File: src/design/lkv_pkg.sv
package lkv_pkg;

    localparam int LKV_ENTRIES   = 16;
    localparam int LKV_KEY_W     = 32;
    localparam int LKV_VAL_W     = 32;
    localparam int LKV_CAP_W     = 5;
    localparam logic [LKV_CAP_W-1:0] LKV_CAP_RESET = 5'd16;

    typedef enum logic {
        REQ_GET = 1'b0,
        REQ_PUT = 1'b1
    } t_req;

    typedef enum logic [1:0] {
        S_IDLE,
        S_LOOKUP,
        S_UPDATE
    } t_state;

    // controller to datapath
    typedef struct packed {
        logic take;    // latch the incoming word
        logic lookup;  // compare key against all entries, register match
        logic update;  // apply recency, eviction, insert and memory access
    } t_dp_cmd;

    // datapath to controller
    typedef struct packed {
        logic req_put;
        logic out_busy;
    } t_dp_stat;

endpackage

File: src/design/lkv_ram.sv
module lkv_ram #(
    parameter int WIDTH = 32,
    parameter int DEPTH = 16
) (
    input  logic                                   i_clk,
    input  logic                                   i_we,
    input  logic [(DEPTH > 1 ? $clog2(DEPTH) : 1)-1:0] i_waddr,
    input  logic [WIDTH-1:0]                       i_wdata,
    input  logic                                   i_re,
    input  logic [(DEPTH > 1 ? $clog2(DEPTH) : 1)-1:0] i_raddr,
    output logic [WIDTH-1:0]                       o_rdata
);

    logic [WIDTH-1:0] r_mem [DEPTH];
    logic [WIDTH-1:0] r_rdata;

    always_ff @(posedge i_clk) begin
        if (i_we) begin
            r_mem[i_waddr] <= i_wdata;
        end
        if (i_re) begin
            r_rdata <= r_mem[i_raddr];
        end
    end

    assign o_rdata = r_rdata;

endmodule

File: src/design/lkv_ctrl.sv
module lkv_ctrl (
    input  logic              i_clk,
    input  logic              i_rst_n,
    input  logic              i_in_valid,
    output logic              o_in_ready,
    input  lkv_pkg::t_dp_stat i_stat,
    output lkv_pkg::t_dp_cmd  o_cmd
);

    import lkv_pkg::*;

    t_state r_state;
    t_state n_state;

    always_ff @(posedge i_clk) begin
        if (!i_rst_n) begin
            r_state <= S_IDLE;
        end else begin
            r_state <= n_state;
        end
    end

    always_comb begin
        n_state    = r_state;
        o_cmd      = '0;
        o_in_ready = 1'b0;
        unique case (r_state)
            S_IDLE: begin
                o_in_ready = 1'b1;
                if (i_in_valid) begin
                    o_cmd.take = 1'b1;
                    n_state    = S_LOOKUP;
                end
            end
            S_LOOKUP: begin
                o_cmd.lookup = 1'b1;
                // a get holds here until the result register is free
                if (i_stat.req_put || !i_stat.out_busy) begin
                    n_state = S_UPDATE;
                end
            end
            S_UPDATE: begin
                o_cmd.update = 1'b1;
                o_in_ready   = 1'b1;
                if (i_in_valid) begin
                    o_cmd.take = 1'b1;
                    n_state    = S_LOOKUP;
                end else begin
                    n_state = S_IDLE;
                end
            end
            default: begin
                n_state = S_IDLE;
            end
        endcase
    end

endmodule

File: src/design/lkv_dp.sv
module lkv_dp #(
    parameter int ENTRIES = lkv_pkg::LKV_ENTRIES
) (
    input  logic                           i_clk,
    input  logic                           i_rst_n,
    input  lkv_pkg::t_dp_cmd               i_cmd,
    output lkv_pkg::t_dp_stat              o_stat,
    input  logic                           i_req_type,
    input  logic [lkv_pkg::LKV_KEY_W-1:0]  i_key,
    input  logic [lkv_pkg::LKV_VAL_W-1:0]  i_value,
    input  logic                           i_cfg_we,
    input  logic [lkv_pkg::LKV_CAP_W-1:0]  i_cfg_wdata,
    output logic                           o_out_valid,
    input  logic                           i_out_ready,
    output logic                           o_found,
    output logic [lkv_pkg::LKV_VAL_W-1:0]  o_read_value
);

    import lkv_pkg::*;

    localparam int IW = (ENTRIES > 1) ? $clog2(ENTRIES) : 1;
    localparam int LW = IW + 1;

    // request word
    t_req                 r_req;
    logic [LKV_KEY_W-1:0] r_key;
    logic [LKV_VAL_W-1:0] r_val;

    // entry state
    logic [ENTRIES-1:0]   r_valid;
    logic [LKV_KEY_W-1:0] r_keys [ENTRIES];
    logic [IW-1:0]        r_rank [ENTRIES];
    logic [LW-1:0]        r_live;
    logic [LKV_CAP_W-1:0] r_capacity;

    // lookup result
    logic                 r_hit;
    logic [IW-1:0]        r_idx;

    // result path
    logic                 r_load;
    logic                 r_load_hit;
    logic                 r_out_valid;
    logic                 r_out_found;
    logic [LKV_VAL_W-1:0] r_out_data;

    logic [ENTRIES-1:0]   match;
    logic                 match_any;
    logic [IW-1:0]        match_idx;

    logic [LW-1:0]        cap_eff;
    logic [LW-1:0]        cap_m1;
    logic [IW-1:0]        hit_rank;
    logic [IW-1:0]        touch_rank [ENTRIES];
    logic [ENTRIES-1:0]   keep;
    logic                 free_ok;
    logic [IW-1:0]        free_idx;
    logic                 is_put;
    logic                 do_insert;

    logic [ENTRIES-1:0]   n_valid;
    logic [IW-1:0]        n_rank [ENTRIES];
    logic [LW-1:0]        n_live;

    logic                 ram_we;
    logic [IW-1:0]        ram_waddr;
    logic                 ram_re;
    logic [LKV_VAL_W-1:0] ram_rdata;

    assign cap_eff = (32'(r_capacity) > 32'(ENTRIES)) ? LW'(ENTRIES) : LW'(r_capacity);
    assign cap_m1  = cap_eff - LW'(1);
    assign is_put  = (r_req == REQ_PUT);

    // parallel key compare
    always_comb begin
        match_idx = '0;
        for (int i = 0; i < ENTRIES; i++) begin
            match[i] = r_valid[i] && (r_keys[i] == r_key);
        end
        for (int i = ENTRIES - 1; i >= 0; i--) begin
            if (match[i]) begin
                match_idx = IW'(i);
            end
        end
        match_any = |match;
    end

    // recency, eviction and insert
    always_comb begin
        hit_rank  = r_rank[r_idx];
        free_ok   = 1'b0;
        free_idx  = '0;
        n_valid   = r_valid;
        n_live    = r_live;
        do_insert = 1'b0;
        for (int i = 0; i < ENTRIES; i++) begin
            n_rank[i] = r_rank[i];
            if (IW'(i) == r_idx) begin
                touch_rank[i] = '0;
            end else if (r_rank[i] < hit_rank) begin
                touch_rank[i] = r_rank[i] + IW'(1);
            end else begin
                touch_rank[i] = r_rank[i];
            end
            // before an insert, keep only ranks below capacity minus one
            keep[i] = r_valid[i] && (cap_eff != '0) && ({1'b0, r_rank[i]} < cap_m1);
        end
        for (int i = ENTRIES - 1; i >= 0; i--) begin
            if (!keep[i]) begin
                free_ok  = 1'b1;
                free_idx = IW'(i);
            end
        end
        if (i_cmd.update && r_hit) begin
            for (int i = 0; i < ENTRIES; i++) begin
                n_rank[i] = touch_rank[i];
                if (is_put) begin
                    n_valid[i] = r_valid[i] && ({1'b0, touch_rank[i]} < cap_eff);
                end
            end
            if (is_put && (r_live > cap_eff)) begin
                n_live = cap_eff;
            end
        end else if (i_cmd.update && is_put) begin
            n_valid = keep;
            if (cap_eff == '0) begin
                n_live = '0;
            end else begin
                n_live = ((r_live > cap_m1) ? cap_m1 : r_live) + LW'(1);
                do_insert = free_ok;
                for (int i = 0; i < ENTRIES; i++) begin
                    if (keep[i]) begin
                        n_rank[i] = r_rank[i] + IW'(1);
                    end
                end
                n_rank[free_idx]  = '0;
                n_valid[free_idx] = free_ok;
            end
        end
    end

    assign ram_we    = i_cmd.update && is_put && (r_hit || do_insert);
    assign ram_waddr = r_hit ? r_idx : free_idx;
    assign ram_re    = i_cmd.update && !is_put && r_hit;

    lkv_ram #(
        .WIDTH (LKV_VAL_W),
        .DEPTH (ENTRIES)
    ) u_value_ram (
        .i_clk   (i_clk),
        .i_we    (ram_we),
        .i_waddr (ram_waddr),
        .i_wdata (r_val),
        .i_re    (ram_re),
        .i_raddr (r_idx),
        .o_rdata (ram_rdata)
    );

    always_ff @(posedge i_clk) begin
        if (i_cmd.take) begin
            r_req <= t_req'(i_req_type);
            r_key <= i_key;
            r_val <= i_value;
        end
        if (i_cmd.lookup) begin
            r_hit <= match_any;
            r_idx <= match_idx;
        end
        if (i_cmd.update) begin
            r_rank <= n_rank;
        end
        if (i_cmd.update && do_insert) begin
            r_keys[free_idx] <= r_key;
        end
        if (r_load) begin
            r_out_found <= r_load_hit;
            r_out_data  <= r_load_hit ? ram_rdata : '1;
        end
        r_load_hit <= r_hit;
    end

    always_ff @(posedge i_clk) begin
        if (!i_rst_n) begin
            r_valid     <= '0;
            r_live      <= '0;
            r_capacity  <= LKV_CAP_RESET;
            r_load      <= 1'b0;
            r_out_valid <= 1'b0;
        end else begin
            if (i_cfg_we) begin
                r_capacity <= i_cfg_wdata;
            end
            if (i_cmd.update) begin
                r_valid <= n_valid;
                r_live  <= n_live;
            end
            // every get gives one word, loaded the cycle after update
            r_load <= i_cmd.update && !is_put;
            if (r_load) begin
                r_out_valid <= 1'b1;
            end else if (i_out_ready) begin
                r_out_valid <= 1'b0;
            end
        end
    end

    assign o_stat.req_put  = is_put;
    assign o_stat.out_busy = r_out_valid || r_load;

    assign o_out_valid  = r_out_valid;
    assign o_found      = r_out_found;
    assign o_read_value = r_out_data;

endmodule

File: src/design/lru_key_value_cache.sv
// a get word passes through accept, key compare, recency update with value read,
// then the result register before it shows on the master side
// each request runs key compare, then update; the next word can be accepted during
// the update; a get waits in compare until an earlier get's word is loaded and taken
// reset: synchronous, active low; clears the valid map and live count, sets
// capacity to 16 and empties the result register
module lru_key_value_cache #(
    parameter int ENTRIES = lkv_pkg::LKV_ENTRIES
) (
    input  logic                                             i_clk,
    input  logic                                             i_rst_n,
    input  logic                                             s_axis_tvalid,
    output logic                                             s_axis_tready,
    // key [31:0], value [63:32]
    input  logic [lkv_pkg::LKV_KEY_W+lkv_pkg::LKV_VAL_W-1:0] s_axis_tdata,
    // req_type [0]
    input  logic                                             s_axis_tuser,
    output logic                                             m_axis_tvalid,
    input  logic                                             m_axis_tready,
    // read_value [31:0]
    output logic [lkv_pkg::LKV_VAL_W-1:0]                    m_axis_tdata,
    // found [0]
    output logic                                             m_axis_tuser,
    input  logic                                             i_cfg_we,
    input  logic [lkv_pkg::LKV_CAP_W-1:0]                    i_cfg_wdata
);

    import lkv_pkg::*;

    t_dp_cmd  cmd;
    t_dp_stat stat;

    lkv_ctrl u_ctrl (
        .i_clk      (i_clk),
        .i_rst_n    (i_rst_n),
        .i_in_valid (s_axis_tvalid),
        .o_in_ready (s_axis_tready),
        .i_stat     (stat),
        .o_cmd      (cmd)
    );

    lkv_dp #(
        .ENTRIES (ENTRIES)
    ) u_dp (
        .i_clk        (i_clk),
        .i_rst_n      (i_rst_n),
        .i_cmd        (cmd),
        .o_stat       (stat),
        .i_req_type   (s_axis_tuser),
        .i_key        (s_axis_tdata[LKV_KEY_W-1:0]),
        .i_value      (s_axis_tdata[LKV_KEY_W+LKV_VAL_W-1:LKV_KEY_W]),
        .i_cfg_we     (i_cfg_we),
        .i_cfg_wdata  (i_cfg_wdata),
        .o_out_valid  (m_axis_tvalid),
        .i_out_ready  (m_axis_tready),
        .o_found      (m_axis_tuser),
        .o_read_value (m_axis_tdata)
    );

endmodule

File: config.mk
export PLATFORM = sky130hd
export DESIGN_NAME = lru_key_value_cache
export DESIGN_NICKNAME = d
export VERILOG_FILES = /design/src/design/lkv_pkg.sv /design/src/design/lkv_ram.sv /design/src/design/lkv_ctrl.sv /design/src/design/lkv_dp.sv /design/src/design/lru_key_value_cache.sv
export SDC_FILE = /design/constraint.sdc
export NUM_CORES = 2
export LEC_CHECK = 0
export ABC_CLOCK_PERIOD_IN_PS = 21500
export BUFFER_PORTS_ARGS = -buffer_cell sky130_fd_sc_hd__buf_2
export CAP_MARGIN = 25
export CORE_MARGIN = 2
export CORE_UTILIZATION = 55
export CTS_BUF_LIST = sky130_fd_sc_hd__clkbuf_4 sky130_fd_sc_hd__clkbuf_8
export CTS_CLUSTER_DIAMETER = 30
export CTS_CLUSTER_SIZE = 8
export DETAILED_ROUTE_END_ITERATION = 10
export GPL_TIMING_DRIVEN = 0
export PLACE_DENSITY = 0.68
export SYNTH_ARGS = -nofsm -noshare
export SYNTH_HDL_FRONTEND = slang
export SYNTH_SLANG_ARGS = --single-unit
File: constraint.sdc
create_clock -name i_clk -period 21.5 [get_ports i_clk]
set_clock_uncertainty 0.15 [all_clocks]
set_input_delay 1.075 -clock i_clk [delete_from_list [all_inputs] [get_ports i_clk]]
set_output_delay 1.075 -clock i_clk [all_outputs]
set_load 0.02 [all_outputs]
==> out/metrics.csv <==
metric,value,unit
layout cell share with drive strength beyond 1,20.5,%
starting density of the core,55.4,%
Pleak,21.2,nW
area grow syn2layout,16.3,%
deepest clock path buffer count,3,
Synth warnings,0,
Max rail drop VDD,0.0803,mV
Mean Syn Cell Area,16.0,sq um
Hold EP,u_dp.r_key[16]$_DFFE_PP_,
post-synthesis cell count,3476,
Tightest Pin Transition,1.25,ns
Pins Over Slew Limit,0,
Total GRT Usage,31.3,%
Syn Nets,3695,
PostCTS Resize Cnt,0,
Buffers on Ports,108,
fillers,7005,
Post-CTS Setup Repair Bufs,0,
critical path required time,21.91,ns
core area,100000,sq um
Vias/cell,6.29,
number of synthesized register bits,1249,
clock transition at the registers of the reported paths,0.06,ns
R2R Setup Slk,12.57,ns
die area,104000,sq um
Layout Nets,4160,
Post-Syn Area,55500,sq um
worst r2r src,u_dp.r_capacity[4]$_SDFFE_PN1P_,
Worst Path Arrival,9.34,ns
floorplan row count,116,
global placement routability congestion,0.977,
count of final setup violators,0,
critical path class,flop to flop,
DR iter-0 viols,4234,
Residual DRC,0,
crit path max fanout,18,
Worst setup EP type,flop,
fmax,112,MHz
Pwr Density,82.4,nW/um^2
post-synthesis async set-or-reset flop share,0,%
Worst-Skew Late Latency,0.89,ns
Boundary Pins,110,
HP Start,s_axis_tdata[16],
Worst R2R End,u_dp.u_value_ram.r_mem[6][5]$_DFFE_PP_,
Post-Route WL,161000,um
initial antenna violation count,3,
Rel. slew slack,15.6,%
Post-CTS Hold Fix Bufs,0,
Die W,322,um
WHS Path Cells,1,
RSZ-0062 raised after global routing,no,
status,completed,
ANT nets after route,0,
setup TNS,0,ns
worst r2r path cells,17,
critical path launch point type,flop,
Root Buffer,clkbuf_8,
MaxCap Viol Count,0,
vias in the first global route,33000,
first-pass GRT wire length,229000,um
endpoints failing hold,0,
sequential share of the synthesized area,67.1,%
Post-DP HPWL,108000,um
ys flop type,edfxtp_1,
CTS tree,built,
vias post-DR,33900,
Post-synth EDFFs,1223,
TritonCTS Sinks,1249,
final core utilization,64.5,%
global route total overflow,0,
Routed WL per cell,29.8,um
H-tree level count,4,
Yosys cell types,84,
first-pass detailed-route iteration total,6,
min-delay worst type,input port to flop,
cts bufs inserted,230,
"Period Utilization, post-route",41.5,%
chip height,322,um
largest net degree at the start of global routing,33,
min Tclk post-route,8.93,ns
[metal layers]
layer | share of wire, % | GRT usage (%) | vias up
met5 | 0 | 0 | -
met4 | 3.4 | 11.5 | 0
met3 | 10 | 6.11 | 329
met2 | 46 | 48.4 | 2046
met1 | 40 | 44.6 | 17100
li1 | - | - | 14500
[registers in the layout, summed over array words and instances, names as in the netlist, 4 cells and up]
| register | flops |
|---|---|
| u_dp.r_idx | 4 |
| u_dp.u_value_ram.o_rdata | 32 |
| u_dp.r_key | 32 |
| u_dp.r_rank | 64 |
| u_dp.r_valid | 16 |
| u_dp.r_capacity | 5 |
| u_dp.r_val | 32 |
| u_dp.u_value_ram.r_mem | 512 |
| u_dp.o_read_value | 32 |
| u_dp.r_keys | 512 |
[worst max path at each step]
stage | slack, ns | endpoint | from | cells past startpoint
2_1_floorplan | 11.72 | u_dp.r_keys[9][0]$_DFFE_PP_ | u_dp.r_capacity[4]$_SDFFE_PN1P_ | 16
3_3_place_gp | 5.64 | u_dp.r_keys[13][7]$_DFFE_PP_ | u_dp.r_capacity[4]$_SDFFE_PN1P_ | 16
3_5_place_dp | 12.99 | u_dp.u_value_ram.r_mem[6][3]$_DFFE_PP_ | u_dp.r_capacity[4]$_SDFFE_PN1P_ | 17
4_1_cts | 12.93 | u_dp.u_value_ram.r_mem[6][5]$_DFFE_PP_ | u_dp.r_capacity[4]$_SDFFE_PN1P_ | 17
5_1_grt | 12.46 | u_dp.u_value_ram.r_mem[6][5]$_DFFE_PP_ | u_dp.r_capacity[4]$_SDFFE_PN1P_ | 17
6_report | 12.57 | u_dp.u_value_ram.r_mem[6][5]$_DFFE_PP_ | u_dp.r_capacity[4]$_SDFFE_PN1P_ | 17
[placed cells by master, fill, tap and decap left out, types with 57 or more instances in the layout]
master / netlist / layout
xor2_1: 214 / 214
ha_1: 144 / 144
clkbuf_8: 0 / 233
xnor2_1: 363 / 363
clkbuf_1: 127 / 127
a21oi_1: 114 / 114
edfxtp_1: 1223 / 1223
nand4_1: 112 / 112
nand2_1: 126 / 126
buf_2: 4 / 115
mux4_2: 179 / 179
nor4_1: 57 / 57
nor2_1: 177 / 155
o21ai_0: 82 / 81
[cells by family (layout without fill, tap and decap cells)]
| logic type | count (synthesis) | in the layout | synth area share, % |
|---|---|---|---|
| adder cells (fa/ha/maj) | 145 | 145 | 3.26 |
| multiplexers | 220 | 220 | 8.01 |
| AO/OA/AOI/OAI | 388 | 388 | 4.55 |
| other | 0 | 2 | 0 |
| flip-flops | 1249 | 1249 | 67.1 |
| AND/OR/NAND/NOR | 705 | 705 | 6.63 |
| buffers and inverters | 192 | 808 | 1.37 |
| XOR/XNOR | 577 | 577 | 9.10 |
[power by group]
part	switching (mW)	internal, mW	total (mW)
logic	0.194	0.130	0.324
clock network	0.996	1.26	2.26
registers	0.0483	2.69	2.74
[layout make-up]
cell class                 count  area, sq um  area share (%)
multi-input combinational   2035        17800            27.5
clock buffer                 266         3450            5.35
timing repair buffer         233         2620            4.06
clock inverter               117         1110            1.71
buffer                       169          673            1.04
antenna                        2         5.00         0.00775
tap                         1298         1620            2.52
inverter                      23         86.3           0.134
sequential                  1249        37200            57.7
[through the flow]
step	hold slack, ns	setup WS, ns	total power, mW	area, sq um	cells
after floorplan	0.196	11.72	2.95	55500	3476
after global placement	0.261	5.64	3.08	57700	4882
after detailed placement	0.257	12.99	3.10	59800	4997
after CTS	0.138	12.93	5.35	64400	5380
after global routing	0.165	12.46	5.48	64600	5392
final	0.212	12.57	5.32	64600	5392
[cells in the mapped netlist, drive strengths merged (7+ instances only)]
cell type | number | area, sq um
and4b | 8 | 80.1
nand4 | 112 | 701
nand2b | 53 | 339
o221ai | 10 | 93.8
clkbuf | 127 | 477
and3 | 13 | 81.3
o2bb2ai | 12 | 105
o211ai | 29 | 218
o31ai | 30 | 225
nor4 | 58 | 378
and2 | 7 | 43.8
a21o | 14 | 105
a211oi | 8 | 60.1
a31oi | 11 | 75.1
nor3 | 53 | 282
mux2i | 37 | 370
edfxtp | 1223 | 36700
mux4 | 179 | 4030
ha | 144 | 1800
inv | 23 | 86.3
or4 | 8 | 60.1
buf | 42 | 196
xor2 | 214 | 1870
nand3 | 43 | 220
nand2 | 127 | 484
nor2 | 180 | 688
o21ai | 90 | 450
nor2b | 18 | 113
a21oi | 114 | 571
dfxtp | 26 | 521
xnor2 | 363 | 3180
a221oi | 9 | 78.8
[worst max-delay path: stages (launching register included)]
cell and delay, ns:
dfxtp_1 0.31, buf_2 0.22, clkbuf_1 0.71, clkbuf_1 0.71
nand2b_1 0.69, ha_1 0.85, ha_1 0.37, o21ai_0 0.16
a21oi_1 0.05, o311ai_0 0.78, nand3_1 0.48, a211oi_1 0.43
o2111ai_1 0.27, a21bo_4 0.34, mux2i_1 0.55, nand2b_1 0.43
nor2_4 0.81, buf_16 0.25
Power figures use the tool's default switching activity.
